`src/hw/rtl/selt_pkg.sv`:
```
`default_nettype none
// ----------------------------------------------------------------------------
// selt_pkg
// Types, codes and sizes shared by the shared/exclusive lock table modules.
// ----------------------------------------------------------------------------
package selt_pkg;

   localparam int NUM_VARIABLES    = 32;
   localparam int NUM_TRANSACTIONS = 32;

   // The variable and transaction fields are 5 bits, so only the first 32
   // entries and transactions can ever be addressed.
   localparam int FIELD_REACH = 32;
   localparam int TABLE_DEPTH = (NUM_VARIABLES < FIELD_REACH) ? NUM_VARIABLES : FIELD_REACH;
   localparam int TABLE_IDX_W = $clog2(TABLE_DEPTH);
   localparam int HOLD_W      = NUM_TRANSACTIONS;
   localparam int TXN_REACH   = (HOLD_W < FIELD_REACH) ? HOLD_W : FIELD_REACH;
   localparam int MASK_OUT_W  = 32;
   localparam int MASK_LOW_W  = (HOLD_W < MASK_OUT_W) ? HOLD_W : MASK_OUT_W;

   // operation codes
   localparam logic [1:0] OP_QUERY       = 2'd0;
   localparam logic [1:0] OP_ACQUIRE     = 2'd1;
   localparam logic [1:0] OP_RELEASE_TXN = 2'd2;
   localparam logic [1:0] OP_RELEASE_ALL = 2'd3;

   // lock kinds
   localparam logic KIND_READ  = 1'b0;
   localparam logic KIND_WRITE = 1'b1;

   // check result codes
   localparam logic [1:0] ST_CAN                = 2'd0;
   localparam logic [1:0] ST_CAN_IF_QUEUE_EMPTY = 2'd1;
   localparam logic [1:0] ST_SAME_WRITER        = 2'd2;
   localparam logic [1:0] ST_CANNOT             = 2'd3;

   typedef struct packed {
      logic [1:0] op;
      logic [4:0] variable;
      logic [4:0] transaction;
      logic       lock_kind;
   } req_type;

   typedef struct packed {
      logic [1:0]            read_status;
      logic [1:0]            write_status;
      logic [MASK_OUT_W-1:0] holder_mask;
   } rsp_type;

   // controller to datapath
   typedef struct packed {
      logic load;
   } cmd_type;

endpackage
`default_nettype wire

```
`src/hw/rtl/selt_ctrl.sv`:
```
`default_nettype none
// ----------------------------------------------------------------------------
// selt_ctrl
// Handshake controller: tracks the output register and issues the load command.
// ----------------------------------------------------------------------------
module selt_ctrl
   import selt_pkg::*;
(
   input  wire logic    clock,
   input  wire logic    reset,
   input  wire logic    req_valid,
   output logic         req_ready,
   output logic         rsp_valid,
   input  wire logic    rsp_ready,
   output cmd_type      cmd
);

   localparam logic ST_EMPTY = 1'b0;
   localparam logic ST_FULL  = 1'b1;

   logic state_ff;
   logic state_in;
   logic load;

   // take a request whenever the output slot is free or is being drained
   assign req_ready = (state_ff == ST_EMPTY) || rsp_ready;
   assign load      = req_valid && req_ready;
   assign rsp_valid = (state_ff == ST_FULL);
   assign cmd.load  = load;

   always_comb begin
      state_in = state_ff;
      case (state_ff)
         ST_EMPTY: begin
            if (load) state_in = ST_FULL;
         end
         ST_FULL: begin
            if (rsp_ready && !load) state_in = ST_EMPTY;
         end
         default: state_in = ST_EMPTY;
      endcase
   end

   always_ff @(posedge clock) begin
      if (reset) begin
         state_ff <= ST_EMPTY;
      end else begin
         state_ff <= state_in;
      end
   end

endmodule
`default_nettype wire

```
`src/hw/rtl/selt_datapath.sv`:
```
`default_nettype none
// ----------------------------------------------------------------------------
// selt_datapath
// Lock table registers, read/write checks and the result register.
// ----------------------------------------------------------------------------
module selt_datapath
   import selt_pkg::*;
(
   input  wire logic    clock,
   input  wire logic    reset,
   input  wire cmd_type cmd,
   input  wire req_type req_data,
   output rsp_type      rsp_data
);

   logic [HOLD_W-1:0]     holders_ff  [TABLE_DEPTH];
   logic                  kind_ff     [TABLE_DEPTH];
   rsp_type               rsp_ff;
   rsp_type               rsp_in;

   logic                  valid_var;
   logic [TABLE_IDX_W-1:0] idx;
   logic [HOLD_W-1:0]     mask;
   logic                  kind;
   logic [HOLD_W-1:0]     txn_bit;
   logic                  txn_ok;
   logic                  member;
   logic [1:0]            rd_st;
   logic [1:0]            wr_st;
   logic [MASK_OUT_W-1:0] mask_low;

   assign valid_var = {1'b0, req_data.variable} < 6'(TABLE_DEPTH);
   assign idx       = req_data.variable[TABLE_IDX_W-1:0];
   assign mask      = valid_var ? holders_ff[idx] : '0;
   assign kind      = valid_var ? kind_ff[idx] : KIND_READ;

   always_comb begin
      txn_bit = '0;
      for (int i = 0; i < TXN_REACH; i++) begin
         txn_bit[i] = (req_data.transaction == 5'(i));
      end
   end

   assign txn_ok = |txn_bit;
   assign member = |(mask & txn_bit);

   always_comb begin
      rd_st = ST_CAN;
      wr_st = ST_CAN;
      if (mask != '0) begin
         if (kind == KIND_READ) rd_st = ST_CAN_IF_QUEUE_EMPTY;
         else if (member)       rd_st = ST_SAME_WRITER;
         else                   rd_st = ST_CANNOT;

         if (kind == KIND_READ && member && mask == txn_bit) wr_st = ST_CAN_IF_QUEUE_EMPTY;
         else if (kind == KIND_WRITE && member)               wr_st = ST_CAN;
         else                                                 wr_st = ST_CANNOT;
      end
   end

   always_comb begin
      mask_low = '0;
      for (int i = 0; i < MASK_LOW_W; i++) begin
         mask_low[i] = mask[i];
      end
   end

   always_comb begin
      rsp_in.read_status  = rd_st;
      rsp_in.write_status = wr_st;
      rsp_in.holder_mask  = mask_low;
   end

   always_ff @(posedge clock) begin
      if (cmd.load) rsp_ff <= rsp_in;
   end

   assign rsp_data = rsp_ff;

   // table update, applied after the checks are taken from the old contents
   always_ff @(posedge clock) begin
      if (reset) begin
         for (int v = 0; v < TABLE_DEPTH; v++) begin
            holders_ff[v] <= '0;
            kind_ff[v]    <= KIND_READ;
         end
      end else if (cmd.load) begin
         case (req_data.op)
            OP_ACQUIRE: begin
               if (valid_var && txn_ok) begin
                  holders_ff[idx] <= mask | txn_bit;
                  kind_ff[idx]    <= req_data.lock_kind;
               end
            end
            OP_RELEASE_TXN: begin
               // drop the transaction's column in every entry, kinds stay
               for (int v = 0; v < TABLE_DEPTH; v++) begin
                  holders_ff[v] <= holders_ff[v] & ~txn_bit;
               end
            end
            OP_RELEASE_ALL: begin
               for (int v = 0; v < TABLE_DEPTH; v++) begin
                  holders_ff[v] <= '0;
                  kind_ff[v]    <= KIND_READ;
               end
            end
            default: begin
            end
         endcase
      end
   end

endmodule
`default_nettype wire

```
`src/hw/rtl/shared_exclusive_lock_table.sv`:
```
`default_nettype none
// ----------------------------------------------------------------------------
// shared_exclusive_lock_table
// Read/write lock table with one holder mask and lock kind per variable.
//
//   channel   direction   handshake              payload
//   req_      in          req_valid/req_ready    req_type (op, variable, ...)
//   rsp_      out         rsp_valid/rsp_ready    rsp_type (checks, holder mask)
//
// One request per cycle while the response is not stalled; its response appears in
// the cycle after acceptance, computed from the table before that request's update.
// The table lives in flip-flops, so a column release or a full clear updates
// every entry at once. Reset clears every entry to no holders and read kind.
// A stalled response holds the output register; a new request is taken in the
// same cycle the held response is drained.
// ----------------------------------------------------------------------------
module shared_exclusive_lock_table
   import selt_pkg::*;
(
   input  wire logic    clock,
   input  wire logic    reset,
   input  wire logic    req_valid,
   output logic         req_ready,
   input  wire req_type req_data,
   output logic         rsp_valid,
   input  wire logic    rsp_ready,
   output rsp_type      rsp_data
);

   cmd_type cmd;

   selt_ctrl u_ctrl (
      .clock     (clock),
      .reset     (reset),
      .req_valid (req_valid),
      .req_ready (req_ready),
      .rsp_valid (rsp_valid),
      .rsp_ready (rsp_ready),
      .cmd       (cmd)
   );

   selt_datapath u_datapath (
      .clock    (clock),
      .reset    (reset),
      .cmd      (cmd),
      .req_data (req_data),
      .rsp_data (rsp_data)
   );

   a_accept_gives_rsp: assert property (@(posedge clock) disable iff (reset)
      req_valid && req_ready |=> rsp_valid)
      else $error("accepted request produced no response");

   a_no_overwrite: assert property (@(posedge clock) disable iff (reset)
      rsp_valid && !rsp_ready |-> !req_ready)
      else $error("request taken while response stalled");

   a_free_slot_ready: assert property (@(posedge clock) disable iff (reset)
      !rsp_valid |-> req_ready)
      else $error("not ready with empty output register");

   a_load_matches_handshake: assert property (@(posedge clock) disable iff (reset)
      cmd.load == (req_valid && req_ready))
      else $error("load command out of step with request handshake");

endmodule
`default_nettype wire
```
`config.mk`:
```
export PLATFORM = sky130hd
export DESIGN_NAME = shared_exclusive_lock_table
export DESIGN_NICKNAME = d
export VERILOG_FILES = /design/src/hw/rtl/selt_pkg.sv /design/src/hw/rtl/selt_ctrl.sv /design/src/hw/rtl/selt_datapath.sv /design/src/hw/rtl/shared_exclusive_lock_table.sv
export SDC_FILE = /design/constraint.sdc
export NUM_CORES = 2
export LEC_CHECK = 0
export BUFFER_PORTS_ARGS = -buffer_cell sky130_fd_sc_hd__buf_4
export CORE_MARGIN = 3
export CORE_UTILIZATION = 33
export DETAILED_ROUTE_END_ITERATION = 6
export PLACE_DENSITY = 0.57
export SLEW_MARGIN = 0
export SYNTH_ARGS = -nofsm -noshare
export SYNTH_HDL_FRONTEND = slang
export SYNTH_SLANG_ARGS = --single-unit
```
`constraint.sdc`:
```
create_clock -name clock -period 4 [get_ports clock]
set_input_delay 0 -clock clock [delete_from_list [all_inputs] [get_ports clock]]
set_output_delay 0 -clock clock [all_outputs]
set_load 0.005 [all_outputs]
```
# After elaboration in Yosys (flattened, before gate mapping)
# Memory sizes are Yosys's and may differ from the RTL's.
# Index checks and enable logic that the tools add are counted.
totals:
  register_bits: 37
  latchBits: 0
  ramBits: 1056
  rom_bits: 0
  inputBits: 17
  out_inout_bits: 38
  elab_cells: 316
  memories: 2
op_classes:
  add_sub_neg: 0
  mul: 0
  div_mod_pow: 0
  magnitude_cmp: 0
  eq_ne: 35
  shift: 0
  mux: 124
  bitwise_logic: 134
  n_reduce_logical: 15
memory_table:
  columns: ["memory", "words", "width", "read_ports", "rd_clocked_by_memory_dff", "write_ports", "line_no", "text"]
  rows:
  - ["u_datapath.holders_ff", 32, 32, 33, 0, 32, "selt_datapath.sv:16", "logic [HOLD_W-1:0] holders_ff [TABLE_DEPTH];"]
  - ["u_datapath.kind_ff", 32, 1, 1, 0, 32, "selt_datapath.sv:17", "logic kind_ff [TABLE_DEPTH];"]
ops:
  columns: ["op", "count"]
  rows:
  - ["32-bit two-way mux", 65]
  - ["32-bit AND", 33]
  - ["1-bit OR", 96]
  - ["32-bit OR reduction", 3]
  - ["5-bit == test (second input constant)", 16]
  - ["1-bit two-way mux", 55]
  - ["5-bit by 4-bit == test with 1-bit output (second input constant)", 8]
  - ["32-bit == test", 1]
  - ["32-bit inverter", 1]
  - ["32-bit OR", 1]
  - ["32-bit nonzero test", 1]
  - ["5-bit by 3-bit == test with 1-bit output (second input constant)", 4]
  - ["5-bit by 2-bit == test with 1-bit output (second input constant)", 2]
  - ["5-bit two-way mux", 2]
  - ["5-bit by 1-bit == test with 1-bit output (second input constant)", 1]
  - ["1-bit logical AND", 5]
  - ["5-bit logical NOT", 1]
  - ["2-bit == test (second input constant)", 2]
  - ["1-bit inverter", 3]
  - ["2-bit by 1-bit == test with 1-bit output (second input constant)", 1]
  - ["2-bit two-way mux", 1]
  - ["1-bit one-hot mux with 2 select lines", 1]
  - ["2-bit AND reduction", 1]
  - ["2-bit OR reduction", 1]
  - ["other kinds (3)", 3]

# Logic depth before layout (Yosys ltp)
depth:
  word_depth: 9
  mapped_depth: 17
  ltp_nobuf: 12

# Hierarchy
# Synthesis repeated with hierarchy kept, for this count alone.
unflattened:
  cells_unflattened: 5122
  hier_area_um2: 55620.8
by_module_without_submodules:
  columns: ["module", "n_inst", "cells_each", "area_each_um2", "seq_area_each_um2"]
  rows:
  - ["selt_datapath", 1, 5117, 55565.8, 32791.4]
  - ["selt_ctrl", 1, 5, 55.1, 20.0]

# Least setup slack after synthesis
# OpenSTA, ideal clock, no wires.
synth_path:
  path_kind: "flip-flop to flip-flop"
  start: "reg u_ctrl.state_ff (netlist: u_ctrl.rsp_valid)"
  end: "mem u_datapath.holders_ff[12][0] (netlist name), enable pin"
  setup_time_ps: 389
  arrival_ps: 2912
  required_ps: 3611
  setup_slack_ps: 698
  stages_incl_launch_ff: 9
  path_buffers: 2
  synth_period_minus_slack_ps: 3302
  cell_sequence: "dfxtp_1 -> nand2b_1 -> and2_1 -> clkbuf_2 -> and3_1 -> nor3b_2 -> nand2_1 -> clkbuf_1 -> nand2_1"
synth_rtl:
  columns: ["item", "line_no", "text"]
  rows:
  - ["start, declared", "selt_ctrl.sv:21", "logic state_ff;"]
  - ["start signal, assigned", "selt_ctrl.sv:48", "state_ff <= state_in;"]
  - ["end, declared", "selt_datapath.sv:16", null]

==> flow_metrics.tcl <==
set metrics [dict create \
    whs_ps 127 \
    gp_congestion 0.929 \
    ys_async_sr_fraction_pct 0 \
    crit_slowest_cell "nor4_1" \
    final_common_cell "edfxtp_1" \
    status "finished clean" \
    synthTopCellsByArea "edfxtp_1, mux2i_1, o21ai_0" \
    cts_buffers 118 \
    multiInputGateArea_um2 21000 \
    grt_pass1_vias 42700 \
    die_y_um 417 \
    synthesis.nets 5208 \
    fillers 16300 \
    slew_headroom_pct 19.4 \
    die_w_um 417 \
    startpoint "u_datapath.holders_ff[23][6]" \
    power-per-cell-area_nw_per_um2 444 \
    drv_cap 0 \
    drt_pass1_iterations 7 \
    cts_root_buffer "clkbuf_16" \
    antenna_found_initial 8 \
    placed_cell_area_um2 60300 \
    synth_edf_count 1092 \
    grt_pass1_wl_mm 329 \
    cp_max_fo 4 \
    yosys.area.top_type "edfxtp_1" \
    endpoint_kind "register" \
    netlist_area_um2 55700 \
    max-vdd-ir-drop_mv 0.355 \
    required_ps 4510 \
    fp-row-count 150 \
    grt_max_degree 67 \
    path_cells "mux2i_1, o22ai_1, nor4_1, nand4_1, nor4_1, buf_4, nand4_1, and2_1" \
    drt_iter0_drc 7578 \
    worstPathArrival_ps 4440 \
    ioPinCount 55 \
    hp-class "primary input to register" \
    regArea_um2 32800 \
    finalMaxSlewViolations 0 \
    ys_ff_latch 1093 \
    initial_core_util_pct 33.3 \
    setup_viol 0 \
    post-route-util_pct 38.3 \
    max_freq_mhz 255 \
    r2r-start "u_datapath.holders_ff[23][6]" \
    path_buf_inv 1 \
    fin_area_um2 64100 \
    cts_resized 0 \
    cts_setup_buffers 0 \
    dieArea_um2 174000 \
    gr-total-overflow 0 \
    nets 5237 \
    synth_top_area_share_pct 58.9 \
    h-tree-depth 3 \
    hold_violations 0 \
    hold_buffers 8 \
    yosysUniqueCellTypes 41 \
    critPathMaxStageDelay_ps 850 \
    routed_via_density 6.21 \
    area_delta_synth_final_pct 15.0 \
    period_needed_ps 3930 \
    worstHoldStart "rsp_ready" \
    clk_latency_ps 780 \
    start_kind "register" \
    cts_buffer_depth 3 \
    p_leak_nw 23.5 \
    post-route-drc-count 0 \
    fin_crit_sh_pct 98.2 \
    syn_inst 5127 \
    setup_tns_ps 0 \
    avgSynthCellArea_um2 10.9 \
    io_buffer_count 54 \
    drt-wirelength-per-cell_um 31.7 \
    dp.final_hpwl_mm 145 \
    tightest_slew_ps 1200 \
    ys_warn_count 0 \
    crit_type "register to register" \
    synth-seq-area-share_pct 58.9 \
    path_delay_family "simple AND/OR/NAND/NOR gates" \
    ff2ff_setup_slack_ps 70 \
    final_antenna_net_count 0 \
    dr_total_vias 46300 \
    skew_ps 43.8 \
    final_cell_mix "edfxtp_1, o21ai_0, nand2_1" \
    core-area_um2 167000 \
    clkTransAtPathRegs_ps 60 \
    ys.flop_type "edfxtp_1" \
    cts_sinks 1093 \
    wirelength_mm 237 \
    grt_usage_pct 26.3 \
    drive_gt1_share_pct 12.1 \
    cts_tree "built" \
    rsz0062_at_grt "no" \
]
cell type report:
| cell class | count | share of cell area, % |
|---|---|---|
| Antenna cell | 1 | 0.00391 |
| Clock buffer | 145 | 4.80 |
| Clock inverter | 72 | 0.947 |
| Inverter | 68 | 0.398 |
| Multi-Input combinational cell | 3488 | 32.7 |
| Sequential cell | 1093 | 51.2 |
| Tap cell | 2204 | 4.30 |
| Timing Repair Buffer | 387 | 5.57 |
flip-flops by register name, indices dropped and copies added, names as in the netlist:
register	flops
u_datapath.kind_ff	32
u_datapath.holders_ff	1024
u_ctrl.rsp_valid	1
u_datapath.rsp_data	36
worst paths after layout:
| check | endpoint | cells after the start |
|---|---|---|
| max reg2reg | u_datapath.rsp_data[35] | 8 |
| min reg2reg | u_datapath.holders_ff[0][6] | 2 |
| min | u_ctrl.rsp_valid | 4 |
| max | u_datapath.rsp_data[35] | 8 |
where the power goes:
part           internal (mW)  leakage (nW)  switching, mW
registers               13.5          11.6          0.450
logic                   1.05          10.1           2.64
clock network           5.95          1.79           4.85
total                   20.5          23.5           7.94
synthesized netlist by cell type, types with 3 or more instances:
library cell,count
or4b_1,4
nand4bb_1,6
nand4b_1,4
clkbuf_1,302
buf_2,113
buf_4,20
nand3_1,450
o22ai_1,384
and2_1,36
or2_2,3
nand2_1,694
buf_6,17
edfxtp_1,1092
ha_1,64
nor2_1,117
nor4_1,117
inv_1,68
nand3b_1,4
o21ai_1,16
buf_1,24
o31ai_1,3
nand4_1,22
mux2i_1,512
nand2b_1,14
nor3_1,3
o21ai_0,1009
mux4_2,8
and3_1,3
cell families after synthesis:
kind of cell | share of synthesized area (%)
AOI/OAI and AO/OA | 13.7
adders and majority gates | 1.44
muxes | 9.53
buffers and inverters | 4.30
DFF | 58.9
and+or+nand+nor | 12.1
per-stage QoR:
step | setup slack, ps | cells | total power, mW
floorplan | 698 | 5127 | 15.9
global placement | -224 | 7232 | 17.7
detailed placement | -177 | 7232 | 17.7
CTS | 153 | 7457 | 28.4
global route | 22.5 | 7457 | 29.2
finish | 71.4 | 7458 | 28.5
layer usage:
layer / GRT usage, % / share of wire [%] / vias up
li1: - / - / 19400
met1: 36.2 / 39 / 23000
met2: 38.9 / 43 / 3311
met3: 6.39 / 12 / 675
met4: 12.7 / 5.7 / 10
met5: 0 / 0.029 / -
tightest hold or removal path, cell delays in order:
cell and delay [ps]:
buf_4 70, nand2b_1 140, a21oi_1 80, dlygate4sd3_1 540
Note: power is estimated with default switching activity, not from simulation.
